File: src/hdl/sppm_radius_flux_update_defines.svh
// assertion macros for the radius and flux update block
`ifndef SPPM_RADIUS_FLUX_UPDATE_DEFINES_SVH
`define SPPM_RADIUS_FLUX_UPDATE_DEFINES_SVH

// condition holds at every edge out of reset
`define SRFU_ASSERT_ALWAYS(label, clk, rst_n, cond) \
    label: assert property (@(posedge clk) disable iff (!rst_n) (cond)) \
        else $error("assertion failed");

// antecedent implies consequent in the same cycle
`define SRFU_ASSERT_IMPLIES(label, clk, rst_n, ante, cons) \
    label: assert property (@(posedge clk) disable iff (!rst_n) (ante) |-> (cons)) \
        else $error("assertion failed");

`endif

File: src/hdl/srfu_pkg.sv
// shared types, widths and helpers of the radius and flux update block
package srfu_pkg;

    localparam int W32        = 32;
    localparam int PROD_W     = 48;
    localparam int SUM_W      = 33;
    localparam int NUM_W      = 81;
    localparam int DEN_W      = 49;
    localparam int SPLIT      = 24;
    localparam int PART_W     = 57;
    localparam int FIFO_DEPTH = 4;
    localparam int IN_DATA_W  = 288;
    localparam int OUT_DATA_W = 192;

    localparam logic REG_ALPHA   = 1'b0;
    localparam logic REG_START_K = 1'b1;
    localparam logic [15:0] ALPHA_RESET   = 16'd45875;
    localparam logic [15:0] START_K_RESET = 16'd0;

    typedef struct packed {
        logic          upd;
        logic          cap;
        logic [W32-1:0] total;
        logic [W32-1:0] pass;
        logic [W32-1:0] radius;
        logic [W32-1:0] fx;
        logic [W32-1:0] fy;
        logic [W32-1:0] fz;
    } t_pay;

    typedef struct packed {
        t_pay             pay;
        logic [NUM_W-1:0] num;
        logic [DEN_W-1:0] den;
    } t_word;

    function automatic logic [W32-1:0] sat_add32(input logic [W32-1:0] a,
                                                 input logic [W32-1:0] b);
        logic [W32:0] s;
        s = {1'b0, a} + {1'b0, b};
        return s[W32] ? {W32{1'b1}} : s[W32-1:0];
    endfunction

endpackage

File: src/hdl/srfu_fifo.sv
// short queue between front and back parts
`include "sppm_radius_flux_update_defines.svh"
module srfu_fifo
    import srfu_pkg::*;
#(
    parameter int Depth = FIFO_DEPTH
)
(
    input  logic  i_clk,
    input  logic  i_rst_n,
    input  logic  i_push,
    input  t_word i_word,
    output logic  o_full,
    output logic  o_valid,
    output t_word o_word,
    input  logic  i_pop
);

    localparam int PtrW = (Depth > 1) ? $clog2(Depth) : 1;
    localparam int CntW = $clog2(Depth + 1);

    t_word r_mem [Depth];
    logic [PtrW-1:0] r_wr, r_rd;
    logic [CntW-1:0] r_cnt;

    assign o_full  = (r_cnt == CntW'(Depth));
    assign o_valid = (r_cnt != '0);
    assign o_word  = r_mem[r_rd];

    always_ff @(posedge i_clk) begin
        if (!i_rst_n) begin
            r_wr  <= '0;
            r_rd  <= '0;
            r_cnt <= '0;
        end else begin
            if (i_push) begin
                r_wr <= (r_wr == PtrW'(Depth - 1)) ? '0 : r_wr + 1'b1;
            end
            if (i_pop) begin
                r_rd <= (r_rd == PtrW'(Depth - 1)) ? '0 : r_rd + 1'b1;
            end
            if (i_push && !i_pop) begin
                r_cnt <= r_cnt + 1'b1;
            end else if (i_pop && !i_push) begin
                r_cnt <= r_cnt - 1'b1;
            end
        end
        if (i_push) begin
            r_mem[r_wr] <= i_word;
        end
    end

    `SRFU_ASSERT_ALWAYS(a_cnt_range, i_clk, i_rst_n, r_cnt <= CntW'(Depth))
    `SRFU_ASSERT_IMPLIES(a_no_overflow, i_clk, i_rst_n, i_push, !o_full)
    `SRFU_ASSERT_IMPLIES(a_no_underflow, i_clk, i_rst_n, i_pop, r_cnt != '0)

endmodule

File: config.mk
export PLATFORM = sky130hd
export DESIGN_NAME = srfu_fifo
export DESIGN_NICKNAME = d
export VERILOG_FILES = /design/src/hdl/srfu_pkg.sv /design/src/hdl/srfu_fifo.sv
export VERILOG_INCLUDE_DIRS = /design/src /design/src/hdl
export SDC_FILE = /design/constraint.sdc
export NUM_CORES = 1
export LEC_CHECK = 0
export ABC_CLOCK_PERIOD_IN_PS = 12300
export BUFFER_PORTS_ARGS = -buffer_cell sky130_fd_sc_hd__buf_2
export CORE_MARGIN = 1
export CORE_UTILIZATION = 45
export CTS_CLUSTER_DIAMETER = 120
export DETAILED_ROUTE_END_ITERATION = 10
export PLACE_DENSITY = 0.68
export SYNTH_ARGS = -nofsm -noshare
export SYNTH_HDL_FRONTEND = slang
export SYNTH_SLANG_ARGS = --single-unit
File: constraint.sdc
create_clock -name i_clk -period 12.3 [get_ports i_clk]
set_input_delay 1.23 -clock i_clk [delete_from_list [all_inputs] [get_ports i_clk]]
set_output_delay 1.23 -clock i_clk [all_outputs]
set_load 0.01 [all_outputs]
* After elaboration in Yosys (flattened, before gate mapping)
Memories as Yosys holds them, arrays and structs flattened. A register that Yosys moved wholly into a read port is not among the register bits. Cells that the tools add are included.
Storage, ports and cells: register bits 7, bits in writable memories 1296, bits of input ports 328, output and inout port bits 326, logic and storage cells 25, memories 1
Memories:
- r_mem | words 4, bits a word 324, rd ports 1, clocked after memory_dff 1, wr ports 1, RTL line srfu_fifo.sv:22 | t_word r_mem [Depth];
Cells by class: $add $sub $neg 4, equal/unequal tests 3, mux-type cells 8, reductions and logical operators 6
Operators by type and width (count):
- two-way mux 2 bit | 4
- two-way mux 3 bit | 2
- adder 2 x 1 -> 2 bit, second input constant | 2
- equality test 2 bit, second input constant | 2
- adder 3 x 1 -> 3 bit, second input constant | 1
- equality test 3 bit, second input constant | 1
- nonzero test 3 bit | 1
- subtractor 3 x 1 -> 3 bit, second input constant | 1
- logical AND 1 bit | 2
- zero test 1 bit | 2
- two-way mux 1 bit | 2
- nonzero test 2 bit | 1

* Longest topological paths before layout
depth in word-level cells 4, depth in mapped cells 7, depth with buffers taken out 7

* Least setup slack after synthesis
Ideal clock, no wire load.
path type input to register, from input port i_push, to memory r_mem[0][0] (netlist bit) (enable), setup time 0.726 ns, data arrival time 8.531 ns, path slack 3.043 ns, stages 1, buffers on the path 0, path through and2_1
On the way: word-level cells in the longest chain between the ends 2
Ends and longest elaborated chain:
- start, declared | RTL line srfu_fifo.sv:11 | input logic i_push,
- two-way mux 1 bit | RTL line srfu_fifo.sv:48 | if (i_push) begin
- two-way mux 1 bit (implied by the code) | RTL line srfu_fifo.sv:49 | r_mem[r_wr] <= i_word;
- end, declared | RTL line srfu_fifo.sv:22
Every way passes these cells.

==> results.cfg <==
[cts]
cts_clk_pin_slew_worst_paths_ns = 0.06
numCtsBuffers = 132
cts-resized-gates = 0
clock-sinks = 1305
ctsHoldBuffers = 0
clock-root-buffer = sky130_fd_sc_hd__clkbuf_16
post_cts.repair.setup_buffers = 0
worst_skew_pair.late_latency_ns = 0.72
clockBufferDepth = 3
htree_levels = 4
cts_tree = done

[pwr]
power.density_mw_per_mm2 = 174
vdd.ir_drop.worst_uv = 144
lkg_pwr_uw = 0.0186
post-layout-total-power_uw = 9780

[sta]
report.final.hold_viol_count = 0
timing.final.max_slew_violations = 0
crit_share_post_route_pct = 46.4
timing_worst_slew_pin_value_ns = 1.35
setup-violations-final = 0
finalSetupTns_ns = 0
whs_ns = 0.513
rsz0062_at_grt = no
achievable-frequency_mhz = 175
worst_clock_skew_ns = 0.0225
slew_headroom_pct = 9.80
final_worst_path_period_need_ns = 5.70

[synth]
synth_compound_gate_area_share_pct = 0.0424
synth_area_leader_cell = sky130_fd_sc_hd__edfxtp_1
ys.flop_type = sky130_fd_sc_hd__edfxtp_1
yosys.cell_count.top_type = sky130_fd_sc_hd__edfxtp_1
yosys_register_bits = 1305
muxShareOfSynthArea_pct = 15.5
synth_cell_types = 21
adder_and_majority_gate_portion_of_the_synthesized_area_pct = 0.201
synth_xor_xnor_area_share_pct = 0.0371
mapped_cells = 1736
synth_commonest_cells = 1296 x sky130_fd_sc_hd__edfxtp_1, 324 x sky130_fd_sc_hd__mux4_2, 36 x sky130_fd_sc_hd__buf_2
synth_top_cells_by_area = sky130_fd_sc_hd__edfxtp_1 82%, sky130_fd_sc_hd__mux4_2 15%, sky130_fd_sc_hd__buf_6 0.72%, sky130_fd_sc_hd__buf_2 0.38%, sky130_fd_sc_hd__dfxtp_1 0.38%
dominant_combinational_cell_family_by_area_after_synthesis = multiplexers
synth.yosys.warnings = 0
synth_simple_gate_area_share_pct = 0.193
syn-mean-instance-area_sq_um = 27.2
synth.net_count = 2071
synth_edf_count = 1296
synth_sequential_area_ratio_pct = 82.8
async_flop_share_pct = 0
syn_area_sq_mm = 0.0472
synth_top_cell_area_share_pct = 82.4

[place]
hpwlAfterDp_um = 58700
weighted_congestion_at_the_end_of_routability_driven_global_placement = 0.767
buffers_on_ports = 653

[routing]
detail_route.drc_violations = 0
wirelength_um = 97300
initialDrtViolationCount = 1448
dr_total_vias = 21300
post_drt_via_cell_ratio = 5.36
drtAntennaViolNets = 0
drt-pass1-iter-count = 5
wirelength_per_cell_um = 24.5

[worst_setup_path]
critical-path-max-stage-delay_ns = 0.71
criticalPathCategory = reg -> out
crit_fanout = 105
kind_of_launch_point_of_the_worst_setup_path = flip-flop
critical_path_at_ns = 4.47
cp-end-kind = output port
path_common_cell = sky130_fd_sc_hd__buf_4
critical_path.slowest_cell = sky130_fd_sc_hd__dfxtp_4
crit_chain = buf_4 -> buf_4 -> buf_12 -> mux4_2 -> buf_2
critical_path_required_ns = 11.07

[floorplan]
die-height_um = 326
fp.coreArea_sq_mm = 0.104
die_area_sq_mm = 0.106
dieWidth_um = 326
initial_cell_density_of_the_core_pct = 45.5
rows = 118
io-pin-count = 654

[min_path]
timing.hold.worst.class = reg -> reg

[final_layout]
fraction_of_final_layout_cells_with_drive_strength_greater_than_1_pct = 45.7
final_util_pct = 54.1
final_nets = 2801
flow.area_growth_from_synthesis_pct = 18.9

[global_routing]
globalRoute.totalOverflow = 0
grt_pass1_vias = 22600
grt_pass1_wl_um = 143000
groute.usage.overall_pct = 18.2
initial_antenna_violation_count = 35
grt_start_max_net_pins = 146

[run_status]
result_of_the_run = complete, no violations

[run]
drv.max_cap_violation_count = 0
routing by layer:
metal / GRT usage [%] / wire [um] / share of wire, % / vias to the layer above
met5: 0 / 172 / 0.18 / -
met4: 7.33 / 3150 / 3.2 / 28
met3: 5.77 / 7240 / 7.4 / 203
met2: 30.3 / 50700 / 52 / 778
met1: 21.9 / 36100 / 37 / 11200
li1: - / - / - / 9069
where the power goes:
group | switching (uW) | internal, uW
Clock | 1590 | 2220
Sequential | 51.8 | 5110
Combinational | 459 | 350
final cells by class:
cell class              count  area (sq um)
clock buffers             175          3620
multi-input cells         355          7570
fillers                  7711         47600
clock inverters            57           518
flip-flops and latches   1305         39100
well taps                1380          1730
inverters                   4          15.0
diodes                     21          52.6
repair buffers            668          3530
registers in the layout (all words and copies together), names as in the netlist, named ones only:
name	cells
r_cnt	3
r_mem	1296
r_rd	2
r_wr	2
placed cells by master, fill, tap and decap left out, types with 12 or more instances in the layout:
cell	netlist	routed
sky130_fd_sc_hd__edfxtp_1	1296	1296
sky130_fd_sc_hd__buf_2	36	653
sky130_fd_sc_hd__mux4_2	324	324
sky130_fd_sc_hd__clkbuf_16	0	139
sky130_fd_sc_hd__clkbuf_1	6	35
sky130_fd_sc_hd__clkinv_1	0	22
sky130_fd_sc_hd__diode_2	0	21
sky130_fd_sc_hd__clkinv_2	0	18
sky130_fd_sc_hd__buf_12	0	12
path summary, 6_finish.rpt:
kind	from	depth (start not counted)	slack, ns	endpoint
max	flip-flop	5	6.60	o_word[246]
min	r_cnt[2]$_SDFFE_PN0P_	2	0.51	r_cnt[2]$_SDFFE_PN0P_
max reg2reg	r_wr[0]$_SDFFE_PN0P_	4	9.49	r_mem[2][232]$_DFFE_PP_
min reg2reg	r_cnt[2]$_SDFFE_PN0P_	2	0.51	r_cnt[2]$_SDFFE_PN0P_
critical path, delay by kind of cell, from the launching register on:
| family | cells | cell delay [ns] |
|---|---|---|
| buffers and inverters | 4 | 2.16 |
| flip-flops | 1 | 0.71 |
| multiplexers | 1 | 0.63 |
kinds of logic (layout without fill, tap and decap cells):
group / after synthesis / in the layout
compound gates: 3 / 3
xor+xnor: 2 / 2
fa+ha+maj: 7 / 7
buf+inv: 76 / 904
flops: 1305 / 1305
mux: 328 / 328
other cells: 0 / 21
simple gates: 15 / 15
metrics by stage:
step	instance area, sq um	cells	setup WS [ns]
2_1_floorplan	47200	1736	3.04
3_3_place_gp	51900	3712	7.18
3_5_place_dp	51900	3712	7.17
4_1_cts	56100	3944	6.36
5_1_grt	56100	3960	6.11
6_report	56100	3965	6.60
Power figures use the tool's default switching activity.
